File: src/hw/rtl/arpr_pkg.sv
// ----------------------------------------------------------------------------
// arpr_pkg: shared types and constants for the ARM PC-relative relocator
// Instruction classes, replacement opcodes and the record that travels from
// the classifier to the word sequencer.
// ----------------------------------------------------------------------------
`default_nettype none

package arpr_pkg;

  // Default size of the hook stub in bytes
  localparam int unsigned STUB_BYTES_DEFAULT = 8;

  // Entries in the queue between classifier and sequencer
  localparam int unsigned QUEUE_DEPTH = 2;

  // Replacement opcodes
  localparam logic [31:0] OP_ADD_LR_PC4  = 32'hE28FE004;
  localparam logic [31:0] OP_LDR_PC_PCM4 = 32'hE51FF004;
  localparam logic [31:0] OP_PUSH_R      = 32'hE52D0004;
  localparam logic [31:0] OP_LDR_R_PC8   = 32'hE59F0008;
  localparam logic [31:0] OP_POP_R       = 32'hE49D0004;
  localparam logic [31:0] OP_ADD_PC_PC   = 32'hE28FF000;
  localparam logic [31:0] OP_LDR_R_PC    = 32'hE51F0000;

  // Classification masks and patterns
  localparam logic [31:0] MASK_BLX = 32'hFE000000;
  localparam logic [31:0] PAT_BLX  = 32'hFA000000;
  localparam logic [31:0] MASK_BR  = 32'h0F000000;
  localparam logic [31:0] PAT_BL   = 32'h0B000000;
  localparam logic [31:0] PAT_B    = 32'h0A000000;
  localparam logic [31:0] MASK_BX  = 32'h0FF000FF;
  localparam logic [31:0] PAT_BX   = 32'h0120001F;
  localparam logic [31:0] MASK_ADD = 32'h0FEF0010;
  localparam logic [31:0] PAT_ADD  = 32'h008F0000;
  localparam logic [31:0] MASK_ADR = 32'h0FFF0000;
  localparam logic [31:0] PAT_ADRA = 32'h028F0000;
  localparam logic [31:0] PAT_ADRS = 32'h024F0000;
  localparam logic [31:0] MASK_LDR = 32'h0E5F0000;
  localparam logic [31:0] PAT_LDR  = 32'h041F0000;
  localparam logic [31:0] MASK_MOV = 32'h0FE00FFF;
  localparam logic [31:0] PAT_MOV  = 32'h01A0000F;

  // Register file offsets of the configuration port (word index)
  localparam logic REG_STUB_BASE = 1'b0;

  // Instruction classes
  typedef enum logic [3:0] {
    CLS_BLX     = 4'd0,
    CLS_BL      = 4'd1,
    CLS_B       = 4'd2,
    CLS_BX      = 4'd3,
    CLS_ADD     = 4'd4,
    CLS_ADR_ADD = 4'd5,
    CLS_ADR_SUB = 4'd6,
    CLS_LDR     = 4'd7,
    CLS_MOV     = 4'd8,
    CLS_OTHER   = 4'd9
  } cls_t;

  // One classified item, as queued for the sequencer
  typedef struct packed {
    logic        close;  // jump back to the stub end
    cls_t        cls;
    logic [31:0] word;   // original word, Rn already swapped for ADD
    logic [31:0] value;  // target, pc or literal data word
    logic [3:0]  rs;     // scratch register for ADD
    logic [2:0]  count;  // words to emit, 1 to 6
  } item_t;

endpackage

`default_nettype wire

File: src/hw/rtl/arpr_front.sv
// ----------------------------------------------------------------------------
// arpr_front: classifier and address unit
// Decodes each instruction, works out its PC-relative value in one three-input
// add and keeps the running instruction index.
// ----------------------------------------------------------------------------
`default_nettype none

module arpr_front #(
  parameter int unsigned STUB_BYTES = arpr_pkg::STUB_BYTES_DEFAULT
) (
  input  wire                 clk,
  input  wire                 rst,
  input  wire                 accept,
  input  wire                 cmd,
  input  wire  [31:0]         instruction_word,
  input  wire  [31:0]         literal_word,
  input  wire  [31:0]         base,
  output arpr_pkg::item_t     item
);

  logic [5:0]  index;
  arpr_pkg::cls_t cls;
  logic [3:0]  rd;
  logic [3:0]  rm;
  logic [3:0]  rs;
  logic [8:0]  pc_ofs;
  logic [31:0] addend_b;
  logic [31:0] addend_c;
  logic        carry_in;
  logic [31:0] sum;
  logic [31:0] value;
  logic [31:0] word;
  logic [2:0]  count;

  // Classify the word
  always_comb begin
    if ((instruction_word & arpr_pkg::MASK_BLX) == arpr_pkg::PAT_BLX) begin
      cls = arpr_pkg::CLS_BLX;
    end else if ((instruction_word & arpr_pkg::MASK_BR) == arpr_pkg::PAT_BL) begin
      cls = arpr_pkg::CLS_BL;
    end else if ((instruction_word & arpr_pkg::MASK_BR) == arpr_pkg::PAT_B) begin
      cls = arpr_pkg::CLS_B;
    end else if ((instruction_word & arpr_pkg::MASK_BX) == arpr_pkg::PAT_BX) begin
      cls = arpr_pkg::CLS_BX;
    end else if ((instruction_word & arpr_pkg::MASK_ADD) == arpr_pkg::PAT_ADD) begin
      cls = arpr_pkg::CLS_ADD;
    end else if ((instruction_word & arpr_pkg::MASK_ADR) == arpr_pkg::PAT_ADRA) begin
      cls = arpr_pkg::CLS_ADR_ADD;
    end else if ((instruction_word & arpr_pkg::MASK_ADR) == arpr_pkg::PAT_ADRS) begin
      cls = arpr_pkg::CLS_ADR_SUB;
    end else if ((instruction_word & arpr_pkg::MASK_LDR) == arpr_pkg::PAT_LDR) begin
      cls = arpr_pkg::CLS_LDR;
    end else if ((instruction_word & arpr_pkg::MASK_MOV) == arpr_pkg::PAT_MOV) begin
      cls = arpr_pkg::CLS_MOV;
    end else begin
      cls = arpr_pkg::CLS_OTHER;
    end
  end

  // Pick a scratch register counting down from r12, avoiding Rd and Rm
  assign rd = instruction_word[15:12];
  assign rm = instruction_word[3:0];
  always_comb begin
    rs = 4'd12;
    if (rd == 4'd12 || rm == 4'd12) begin
      rs = 4'd11;
      if (rd == 4'd11 || rm == 4'd11) begin
        rs = 4'd10;
      end
    end
  end

  // Offset of this instruction's PC from the base: 8 + 4 * index
  assign pc_ofs = {1'b0, index, 2'b00} + 9'd8;

  // Select the add operands: base + pc offset (stub size on close) + branch or
  // immediate offset, with the carry giving the Thumb bit for BLX and the negate for ADR sub
  always_comb begin
    addend_b = {23'd0, pc_ofs};
    addend_c = '0;
    carry_in = 1'b0;
    word     = instruction_word;
    count    = 3'd1;
    if (cmd) begin
      addend_b = 32'(STUB_BYTES);
      count    = 3'd2;
    end else begin
      case (cls)
        arpr_pkg::CLS_BLX: begin
          addend_c = {{6{instruction_word[23]}}, instruction_word[23:0],
                      instruction_word[24], 1'b0};
          carry_in = 1'b1;
          count    = 3'd3;
        end
        arpr_pkg::CLS_BL: begin
          addend_c = {{6{instruction_word[23]}}, instruction_word[23:0], 2'b00};
          count    = 3'd3;
        end
        arpr_pkg::CLS_B: begin
          addend_c = {{6{instruction_word[23]}}, instruction_word[23:0], 2'b00};
          count    = 3'd2;
        end
        arpr_pkg::CLS_BX: begin
          count = 3'd2;
        end
        arpr_pkg::CLS_ADD: begin
          word  = {instruction_word[31:20], rs, instruction_word[15:0]};
          count = 3'd6;
        end
        arpr_pkg::CLS_ADR_ADD: begin
          addend_c = {20'd0, instruction_word[11:0]};
          count    = 3'd3;
        end
        arpr_pkg::CLS_ADR_SUB: begin
          addend_c = ~{20'd0, instruction_word[11:0]};
          carry_in = 1'b1;
          count    = 3'd3;
        end
        arpr_pkg::CLS_LDR, arpr_pkg::CLS_MOV: begin
          count = 3'd3;
        end
        default: begin
          count = 3'd1;
        end
      endcase
    end
  end

  assign sum = base + addend_b + addend_c + {31'd0, carry_in};

  // Final value word: caller's literal for LDR
  always_comb begin
    value = sum;
    if (!cmd && cls == arpr_pkg::CLS_LDR) begin
      value = literal_word;
    end
  end

  assign item.close = cmd;
  assign item.cls   = cmd ? arpr_pkg::CLS_OTHER : cls;
  assign item.word  = word;
  assign item.value = value;
  assign item.rs    = rs;
  assign item.count = count;

  // Advance the index per relocated instruction, restart on close
  always_ff @(posedge clk) begin
    if (rst) begin
      index <= '0;
    end else if (accept) begin
      if (cmd) begin
        index <= '0;
      end else begin
        index <= index + 6'd1;
      end
    end
  end

endmodule

`default_nettype wire

File: src/hw/rtl/arpr_queue.sv
// ----------------------------------------------------------------------------
// arpr_queue: short item queue
// Holds classified items between the classifier and the word sequencer.
// ----------------------------------------------------------------------------
`default_nettype none

module arpr_queue (
  input  wire              clk,
  input  wire              rst,
  input  wire              push,
  input  arpr_pkg::item_t  push_item,
  output logic             full,
  input  wire              pop,
  output logic             head_valid,
  output arpr_pkg::item_t  head_item
);

  localparam int unsigned DEPTH   = arpr_pkg::QUEUE_DEPTH;
  localparam int unsigned PTR_W   = (DEPTH > 1) ? $clog2(DEPTH) : 1;
  localparam int unsigned COUNT_W = $clog2(DEPTH + 1);

  arpr_pkg::item_t    entries [DEPTH];
  logic [PTR_W-1:0]   wr_ptr;
  logic [PTR_W-1:0]   rd_ptr;
  logic [COUNT_W-1:0] fill;

  assign full       = (fill == COUNT_W'(DEPTH));
  assign head_valid = (fill != '0);
  assign head_item  = entries[rd_ptr];

  // Store pushed items
  always_ff @(posedge clk) begin
    if (push) begin
      entries[wr_ptr] <= push_item;
    end
  end

  // Advance pointers and fill level
  always_ff @(posedge clk) begin
    if (rst) begin
      wr_ptr <= '0;
      rd_ptr <= '0;
      fill   <= '0;
    end else begin
      if (push) begin
        wr_ptr <= (wr_ptr == PTR_W'(DEPTH - 1)) ? '0 : wr_ptr + 1'b1;
      end
      if (pop) begin
        rd_ptr <= (rd_ptr == PTR_W'(DEPTH - 1)) ? '0 : rd_ptr + 1'b1;
      end
      if (push && !pop) begin
        fill <= fill + 1'b1;
      end else if (pop && !push) begin
        fill <= fill - 1'b1;
      end
    end
  end

endmodule

`default_nettype wire

File: src/hw/rtl/arpr_back.sv
// ----------------------------------------------------------------------------
// arpr_back: word sequencer
// Steps through the replacement sequence of the item at the queue head and
// presents one word per cycle in the output register unless stalled.
// ----------------------------------------------------------------------------
`default_nettype none

module arpr_back (
  input  wire              clk,
  input  wire              rst,
  input  wire              head_valid,
  input  arpr_pkg::item_t  head_item,
  output logic             pop,
  output logic             result_valid,
  input  wire              result_ready,
  output logic [31:0]      output_word,
  output logic [3:0]       instruction_class,
  output logic             last
);

  logic [2:0]  step;
  logic        load;
  logic        final_word;
  logic [31:0] word_sel;
  logic [3:0]  rd;

  assign rd         = head_item.word[15:12];
  assign load       = head_valid && (!result_valid || result_ready);
  assign final_word = (step == head_item.count - 3'd1);
  assign pop        = load && final_word;

  // Select the word for the current step
  always_comb begin
    word_sel = head_item.value;
    if (head_item.close) begin
      if (step == 3'd0) begin
        word_sel = arpr_pkg::OP_LDR_PC_PCM4;
      end
    end else begin
      unique case (head_item.cls)
        arpr_pkg::CLS_BLX, arpr_pkg::CLS_BL: begin
          if (step == 3'd0) begin
            word_sel = arpr_pkg::OP_ADD_LR_PC4;
          end else if (step == 3'd1) begin
            word_sel = arpr_pkg::OP_LDR_PC_PCM4;
          end
        end
        arpr_pkg::CLS_B, arpr_pkg::CLS_BX: begin
          if (step == 3'd0) begin
            word_sel = arpr_pkg::OP_LDR_PC_PCM4;
          end
        end
        arpr_pkg::CLS_ADD: begin
          case (step)
            3'd0:    word_sel = arpr_pkg::OP_PUSH_R | {16'd0, head_item.rs, 12'd0};
            3'd1:    word_sel = arpr_pkg::OP_LDR_R_PC8 | {16'd0, head_item.rs, 12'd0};
            3'd2:    word_sel = head_item.word;
            3'd3:    word_sel = arpr_pkg::OP_POP_R | {16'd0, head_item.rs, 12'd0};
            3'd4:    word_sel = arpr_pkg::OP_ADD_PC_PC;
            default: word_sel = head_item.value;
          endcase
        end
        arpr_pkg::CLS_ADR_ADD, arpr_pkg::CLS_ADR_SUB,
        arpr_pkg::CLS_LDR, arpr_pkg::CLS_MOV: begin
          if (step == 3'd0) begin
            word_sel = arpr_pkg::OP_LDR_R_PC | {16'd0, rd, 12'd0};
          end else if (step == 3'd1) begin
            word_sel = arpr_pkg::OP_ADD_PC_PC;
          end
        end
        default: begin
          word_sel = head_item.word;
        end
      endcase
    end
  end

  // Step counter: advance per loaded word, restart at the end of an item
  always_ff @(posedge clk) begin
    if (rst) begin
      step <= '0;
    end else if (load) begin
      step <= final_word ? 3'd0 : step + 3'd1;
    end
  end

  // Output register: hold while stalled
  always_ff @(posedge clk) begin
    if (rst) begin
      result_valid <= 1'b0;
    end else if (load) begin
      result_valid <= 1'b1;
    end else if (result_ready) begin
      result_valid <= 1'b0;
    end
  end

  always_ff @(posedge clk) begin
    if (load) begin
      output_word       <= word_sel;
      instruction_class <= head_item.cls;
      last              <= final_word;
    end
  end

endmodule

`default_nettype wire

File: src/hw/rtl/arm_pc_relative_relocator.sv
// ----------------------------------------------------------------------------
// arm_pc_relative_relocator: ARM32 PC-relative instruction relocator
// Rewrites hooked ARM instructions into trampoline word sequences that keep
// their PC-relative meaning, and closes the trampoline with a jump back.
// ----------------------------------------------------------------------------
//  channel  | handshake                  | payload
//  ---------+----------------------------+---------------------------------------
//  item     | item_valid / item_ready    | cmd, instruction_word, literal_word
//  result   | result_valid / result_ready| output_word, instruction_class, last
//  config   | APB psel/penable/pwrite    | paddr, pwdata, prdata (stub base)
//
//  One result word leaves per cycle unless the result is stalled; an item
//  has 1 to 6 words from the word sequencer. A two-entry queue lets items be
//  accepted back to back while the sequencer is busy or the result is stalled.
//  Reset (rst, synchronous) clears the index, the queue and the result valid.
//  Classification and the address add settle before the item transfer, so
//  the item is queued complete and its first word then goes to the output
//  register.
`default_nettype none

module arm_pc_relative_relocator #(
  parameter int unsigned STUB_BYTES = arpr_pkg::STUB_BYTES_DEFAULT
) (
  input  wire         clk,
  input  wire         rst,
  // item channel
  input  wire         item_valid,
  output logic        item_ready,
  input  wire         cmd,
  input  wire  [31:0] instruction_word,
  input  wire  [31:0] literal_word,
  // result channel
  output logic        result_valid,
  input  wire         result_ready,
  output logic [31:0] output_word,
  output logic [3:0]  instruction_class,
  output logic        last,
  // configuration port
  input  wire         psel,
  input  wire         penable,
  input  wire         pwrite,
  input  wire  [2:0]  paddr,
  input  wire  [31:0] pwdata,
  output logic [31:0] prdata,
  output logic        pready
);

  logic            stub_base_address;
  logic [31:0]     base;
  logic            accept;
  logic            full;
  logic            pop;
  logic            head_valid;
  arpr_pkg::item_t front_item;
  arpr_pkg::item_t head_item;

  assign stub_base_address = (paddr[2] == arpr_pkg::REG_STUB_BASE);

  // Configuration register
  assign pready = 1'b1;
  always_ff @(posedge clk) begin
    if (rst) begin
      base <= '0;
    end else if (psel && penable && pwrite && pready && stub_base_address) begin
      base <= pwdata;
    end
  end
  assign prdata = stub_base_address ? base : '0;

  assign item_ready = !full;
  assign accept     = item_valid && item_ready;

  arpr_front #(
    .STUB_BYTES (STUB_BYTES)
  ) u_front (
    .clk              (clk),
    .rst              (rst),
    .accept           (accept),
    .cmd              (cmd),
    .instruction_word (instruction_word),
    .literal_word     (literal_word),
    .base             (base),
    .item             (front_item)
  );

  arpr_queue u_queue (
    .clk        (clk),
    .rst        (rst),
    .push       (accept),
    .push_item  (front_item),
    .full       (full),
    .pop        (pop),
    .head_valid (head_valid),
    .head_item  (head_item)
  );

  arpr_back u_back (
    .clk               (clk),
    .rst               (rst),
    .head_valid        (head_valid),
    .head_item         (head_item),
    .pop               (pop),
    .result_valid      (result_valid),
    .result_ready      (result_ready),
    .output_word       (output_word),
    .instruction_class (instruction_class),
    .last              (last)
  );

endmodule

`default_nettype wire

File: config.mk
export PLATFORM = sky130hd
export DESIGN_NAME = arm_pc_relative_relocator
export DESIGN_NICKNAME = d
export VERILOG_FILES = /design/src/hw/rtl/arpr_pkg.sv /design/src/hw/rtl/arpr_front.sv /design/src/hw/rtl/arpr_queue.sv /design/src/hw/rtl/arpr_back.sv /design/src/hw/rtl/arm_pc_relative_relocator.sv
export SDC_FILE = /design/constraint.sdc
export NUM_CORES = 1
export LEC_CHECK = 0
export BUFFER_PORTS_ARGS = -buffer_cell sky130_fd_sc_hd__buf_4
export CAP_MARGIN = 20
export CORE_MARGIN = 3
export CORE_UTILIZATION = 48
export CTS_BUF_LIST = sky130_fd_sc_hd__clkbuf_8
export DETAILED_ROUTE_END_ITERATION = 6
export PLACE_DENSITY_LB_ADDON = 0.12
export SETUP_SLACK_MARGIN = 0.02
export SYNTH_ARGS = -nofsm -noshare
export SYNTH_HDL_FRONTEND = slang
export SYNTH_SLANG_ARGS = --single-unit
File: constraint.sdc
create_clock -name clk -period 14 [get_ports clk]
set_input_delay 4.2 -clock clk [delete_from_list [all_inputs] [get_ports clk]]
set_output_delay 4.2 -clock clk [all_outputs]
set_load 0.1 [all_outputs]
==> metrics.md, run 1 <==
| Metric | Value |
|---|---|
| CP Capture Type | output port |
| CTS tree | yes |
| Actual slew at the worst max-slew pin | 1.10 ns |
| Final setup TNS | 0 ns |
| Min Tclk post-route | 9.13 ns |
| Mean Syn Cell Area | 10.4 sq um |
| Fin Hold WS | 0.461 ns |
| First-pass GRT wire length | 53500 um |
| Die Span X | 171 um |
| Combinational family with the most area after synthesis | compound AO/OA/AOI/OAI gates |
| Initial antenna violation count | 0 |
| Hold_sp | base[0] |
| Initial Util | 0.496 |
| Post-synth EDFFs | 187 |
| Logic pwr share | 0.412 |
| Worst Reg2Reg Path Length in Cells | 15 |
| Int Power | 1.49 mW |
| FF-to-FF setup slack | 9.66 ns |
| Post-synthesis cell area | 0.0131 sq mm |
| Root buf cell | clkbuf_8 |
| Power per cell area | 171 mW/mm^2 |
| Clock transition at path regs | 0.06 ns |
| Largest net degree at the start of global routing | 76 |
| Remaining global-route overflow | 0 |
| Cell with the most instances after synthesis | edfxtp_1 |
| Hold Violations, Final | 0 |
| Synth Net Count | 1432 |
| Number of global-route vias before repair | 9628 |
| Placer's final routability congestion estimate | 0.895 |
| Pre-CTS setup slack | 4.76 ns |
| Final ANT Viol Nets | 0 |
| Gr usage total | 0.233 |
| Synth Area in Compound Gates | 0.167 |
| DRT Wirelength | 34800 um |
| Cell mode on critical path | buf_4 |
| Max-Cap Viols | 0 |
| CP Buf/Inv Count | 2 |
| Post-CTS sizing | 0 |
| R2r startpoint | u_front.index[2] |
| Post-DP Area | 0.0146 sq mm |
| Syn Inst Count | 1254 |
| Final clock skew | 0.0151 ns |
| Hpwl dp | 25000 um |
| Io pins | 179 |
| CTS buffer count | 40 |
| Hold Path Sink | base[0] |
| Synth top area share | 0.429 |
| H-tree Lvls | 2 |
| Asr flop ratio synth | 0 |
| CTS sink count | 234 |
| Count of non-filler cells in the finished layout | 1779 |
| Die Y-Extent | 171 um |
| P_leak | 5.88 nW |
| DRC Markers | 0 |
| Avg Vias per Cell | 5.74 |
| WL/cell | 19.6 um |
| Top delay family on crit path | buffers and inverters |
| Slowest-stage cell, CP | buf_4 |
| Synth warn | 0 |
| Fin util | 0.581 |
| Cell variety after synth | 84 |
| Final net count | 1592 |
| Setup crit start kind | primary input |
| Layout cells sized above 1 | 0.200 |
| Diode count | 0 |
| PortBufs | 175 |
| Achievable Freq | 109 MHz |
| Placed insts | 1705 |
| Clock latency on the worst-skew pair | 0.54 ns |
| Critical Path, Cell by Cell | buf_4 -> nor2b_1 -> buf_4 |
| Row Count | 59 |
| Clock share of power | 0.216 |
| Hold Path Class | register to register |
| Simple-gate share of the synthesized area | 0.140 |
| CP Max Fanout | 34 |
| Vias | 10.2k |
| IR drop worst, VDD | 0.116 mV |
| Final Max Slew Viols | 0 |
| Synth Area in Adders | 0.0730 |
| CP Data Required Time | 9.80 ns |
| Hold path cells | 2 |
| Crit Path Class | primary input to output port |
| Sequential power share | 0.372 |
| Layout area overhead | 17.2% |
| Synth Register Bits | 234 |
| Initial DRC Count | 845 |
| Finished Cell Area | 0.0153 sq mm |
| First-pass detailed-route iteration total | 5 |
| Synth area leaders | edfxtp_1, dfxtp_1, ha_1 |
| CP max stage delay | 0.31 ns |
| Share of the yosys chip area belonging to registers | 0.501 |
| Commonest cells in the netlist | edfxtp_1, nand2_1, a21oi_1 |
| Ys flop type | edfxtp_1 |
| Final Power | 2.63 mW |
| Worst rel slew slack | 0.267 |
| Core box area | 0.0264 sq mm |
| Switching power | 1.14 mW |
| R2r endpoint | u_queue.entries[0][27] |
| Synth Area in XOR/XNOR | 0.0214 |
| Status | complete, no violations |
| Full die area | 0.0293 sq mm |
| Clock buffer depth | 3 |
| RSZ-0062 raised after global routing | false |
| Yosys top cell by area | edfxtp_1 |
| Setup bufs post-CTS | 0 |
| Post-synthesis mux area share | 0.0629 |
| Period utilization | 0.652 |
| WP data arrival | 4.93 ns |
| Final setup margin | 4.87 ns |
| Net Sw Frac | 0.433 |
| CTS Hold Buffers Added | 0 |
| Final Setup Violations | 0 |
==> power groups by stage <==
stage               Combinational, mW  Sequential [mW]  Clock, mW
floorplan                       0.423             1.39          0
global placement                 1.07            0.988          0
detailed placement               1.08            0.993          0
CTS                              1.08            0.979      0.582
global route                     1.15            0.992      0.616
finish                           1.08            0.977      0.566
==> worst min-delay path, stage by stage, from the launching register on <==
cell	delay [ns]
dfxtp_1	0.31
nand2_1	0.05
a21oi_1	0.05
==> worst max path at each step <==
stage,start,end,slack [ns],cells past startpoint
2_1_floorplan,paddr[2],prdata[10],4.07,2
3_3_place_gp,instruction_word[27],u_queue.entries[0][37],4.77,18
3_5_place_dp,instruction_word[27],u_queue.entries[1][37],4.76,18
4_1_cts,paddr[2],prdata[13],4.86,3
5_1_grt,paddr[2],prdata[25],4.82,3
6_report,paddr[2],prdata[4],4.87,3
==> cell families (layout without fill, tap and decap cells) <==
kind of cell,Yosys count,count (layout)
adders and majority gates,71,71
other,1,1
buffers and inverters,98,288
xor gates and xnor gates,32,32
AOI/OAI and AO/OA,347,347
muxes,79,79
DFF,234,234
and+or+nand+nor,392,392
==> layer usage <==
metal | global-route usage | wire [um]
met4 | 0.0609 | 697
met2 | 0.365 | 15800
met1 | 0.334 | 15900
met3 | 0.0478 | 2480
met5 | 0 | 0
==> cells in the final DEF, fill, tap and decap left out, types with 44 or more instances in the layout <==
master    netlist  final
inv_1          29     44
nor2_1        109    107
buf_4           6    185
mux2i_1        62     62
ha_1           62     62
a21oi_1       133    133
dfxtp_1        47     46
nand2_1       142    142
o21ai_0        49     49
edfxtp_1      187    187
==> layout make-up <==
type,instances,area (sq um)
repair buffers,187,1430
clock inverters,31,161
clock buffers,41,564
inverters,29,109
flip-flops and latches,234,6560
fillers,2298,11100
well taps,335,419
multi-input cells,922,6100
==> state kept, by name, indices dropped and copies added, names as in the netlist, 2 cells and up, named ones only <==
signal and count:
base 32, u_back.instruction_class 4, u_back.output_word 32, u_back.step 3
u_front.index 6, u_queue.entries 150, u_queue.fill 2
Power figures use the tool's default switching activity.
==> run 2, diff against run 1 <==
==> constraint.sdc (replaced) <==
create_clock -name clk -period 9 [get_ports clk]
set_input_delay 2.7 -clock clk [delete_from_list [all_inputs] [get_ports clk]]
set_output_delay 2.7 -clock clk [all_outputs]
set_load 0.1 [all_outputs]
==> metrics.md, run 2 (synthesis gave the netlist of run 1 again) <==
| Metric | Value |
|---|---|
| WL/cell | 19.7 um (+0.59%) |
| Min Tclk post-route | 7.22 ns |
| Biggest regs | u_queue.entries: 150 flops, base: 32 flops, u_back.output_word: 32 flops |
| Die Span X | 171 um (unchanged) |
| R2r startpoint | u_front.index[2] |
| Clock buffer depth | 3 (unchanged) |
| Full die area | 0.0293 sq mm (unchanged) |
| Core box area | 0.0264 sq mm (unchanged) |
| WP data arrival | 7.47 ns (+2.54 ns) |
| First-pass GRT wire length | 53700 um (+0.45%) |
| Number of global-route vias before repair | 9884 (+2.7%) |
| CP Buf/Inv Count | 1 (-1) |
| Placer's final routability congestion estimate | 0.904 (+1.0%) |
| CTS sink count | 234 (unchanged) |
| First-pass detailed-route iteration total | 6 (+1) |
| P_leak | 5.87 nW (-0.29%) |
| CP Data Required Time | 9.25 ns (-0.55 ns) |
| CP Capture Type | register |
| Critical Path, Cell by Cell | buf_4 -> or3b_1 -> nor4_2 -> and3_1 -> nor2_1 -> nor2_1 -> and2_1 -> ha_1 -> ha_1 -> nand4_1 -> a211oi_1 -> and4_2 -> nor2_1 -> o211ai_1 -> o21ai_0 -> o21ai_1 -> xnor2_1 -> a21oi_1 |
| Area of the multi-input gates | 0.00610 sq mm (unchanged) |
| Biggest register | u_queue.entries |
| Hold_sp | base[2] |
| Avg Vias per Cell | 5.71 (-0.43%) |
| RSZ-0062 raised after global routing | false |
| Fin util | 0.580 (-0.000616) |
| Max-Cap Viols | 0 (unchanged) |
| Power per cell area | 267 mW/mm^2 (+56%) |
| Final clock skew | 0.0184 ns (+0.00329 ns) |
| Fin Hold WS | 0.465 ns (+0.00460 ns) |
| Diode count | 0 (unchanged) |
| Final setup margin | 1.78 ns (-3.09 ns) |
| Final Max Slew Viols | 0 (unchanged) |
| PortBufs | 175 (unchanged) |
| Worst rel slew slack | 0.288 (+0.0203) |
| DRT Wirelength | 35000 um (+0.42%) |
| Period utilization | 0.802 |
| Final ANT Viol Nets | 0 (unchanged) |
| Die Y-Extent | 171 um (unchanged) |
| FF/Latch Area | 0.00656 sq mm (unchanged) |
| Final Power | 4.10 mW (+56%) |
| Post-CTS sizing | 0 (unchanged) |
| Actual slew at the worst max-slew pin | 1.07 ns (-0.0305 ns) |
| Initial antenna violation count | 0 (unchanged) |
| Row Count | 59 (unchanged) |
| Layout area overhead | 17.1% |
| Setup crit start kind | primary input |
| Largest net degree at the start of global routing | 76 (unchanged) |
| CTS buffer count | 39 (-2.5%) |
| Crit Path Class | primary input to register |
| Hold Violations, Final | 0 (unchanged) |
| Vias | 10.1k (-0.60%) |
| Max FFs per register | 150 (unchanged) |
| Pre-CTS setup slack | 1.28 ns (-3.48 ns) |
| CP Max Fanout | 12 (-65%) |
| Slowest-stage cell, CP | nor2_1 |
| Clock transition at path regs | 0.06 ns (about the same) |
| Status | complete, no violations |
| H-tree Lvls | 2 (unchanged) |
| Hpwl dp | 25200 um (+0.82%) |
| Final net count | 1592 (unchanged) |
| Hold Path Class | register to register |
| Remaining global-route overflow | 0 (unchanged) |
| Root buf cell | clkbuf_8 |
| CP startpoint | instruction_word[27] |
| Setup bufs post-CTS | 0 (unchanged) |
| Gr usage total | 0.235 (+0.00146) |
| CTS tree | yes |
| DRC Markers | 0 (unchanged) |
| Achievable Freq | 138 MHz |
| Most frequent cells in the layout | buf_4, edfxtp_1, nand2_1, a21oi_1, nor2_1 |
| Io pins | 179 (unchanged) |
| Initial Util | 0.496 (unchanged) |
| Filler instances | 2292 (-0.26%) |
| Initial DRC Count | 863 (+2.1%) |
| Clock latency on the worst-skew pair | 0.55 ns (about the same) |
| Final Setup Violations | 0 (unchanged) |
| Cell mode on critical path | nor2_1 |
| IR drop worst, VDD | 0.136 mV (+17%) |
| CP max stage delay | 0.59 ns (+0.28 ns) |
| Final setup TNS | 0 ns (unchanged) |
| Top delay family on crit path | simple AND/OR/NAND/NOR gates |
| Layout cells sized above 1 | 0.201 (+0.00111) |
| CTS Hold Buffers Added | 0 (unchanged) |
## run 2: layer usage
metal | vias up | wire (um) | GRT usage
met3 | 60 | 2330 | 0.0437
met4 | 0 | 978 | 0.0773
met2 | 365 | 15800 | 0.366
met1 | 4773 | 15800 | 0.333
met5 | - | 0 | 0
li1 | 4950 | - | -
## run 2: metrics by stage
stage,std cells,instance area (sq um)
global placement,1707,14600
detailed placement,1708,14600
global route,1776,15300
finish,1776,15300
CTS,1776,15300
floorplan,1254,13100
## run 2: worst min-delay path: stages, from the launching register on
cell,delay [ns]
dfxtp_1,0.31
nand2_1,0.05
a21oi_1,0.05
## run 2: power breakdown
group	internal, mW	leakage, nW	switching, mW	total [mW]
combinational	0.426	3.32	1.27	1.70
sequential	1.44	2.14	0.0811	1.52
clock	0.461	0.412	0.419	0.881
## run 2: cell type report
| cell class | instances | share of cell area |
|---|---|---|
| Sequential cell | 234 | 0.428 |
| Multi-Input combinational cell | 922 | 0.398 |
| Timing Repair Buffer | 188 | 0.0925 |
| Clock buffer | 42 | 0.0377 |
| Tap cell | 335 | 0.0273 |
| Clock inverter | 26 | 0.00938 |
| Inverter | 29 | 0.00710 |
## run 2: worst paths after layout
path                                                to  slack (ns)  cells past startpoint
worst max-delay path            u_queue.entries[1][37]        1.78                     18
worst min-delay path                           base[2]        0.47                      2
worst max register to register  u_queue.entries[1][27]        4.60                     15
worst min register to register                 base[2]        0.47                      2
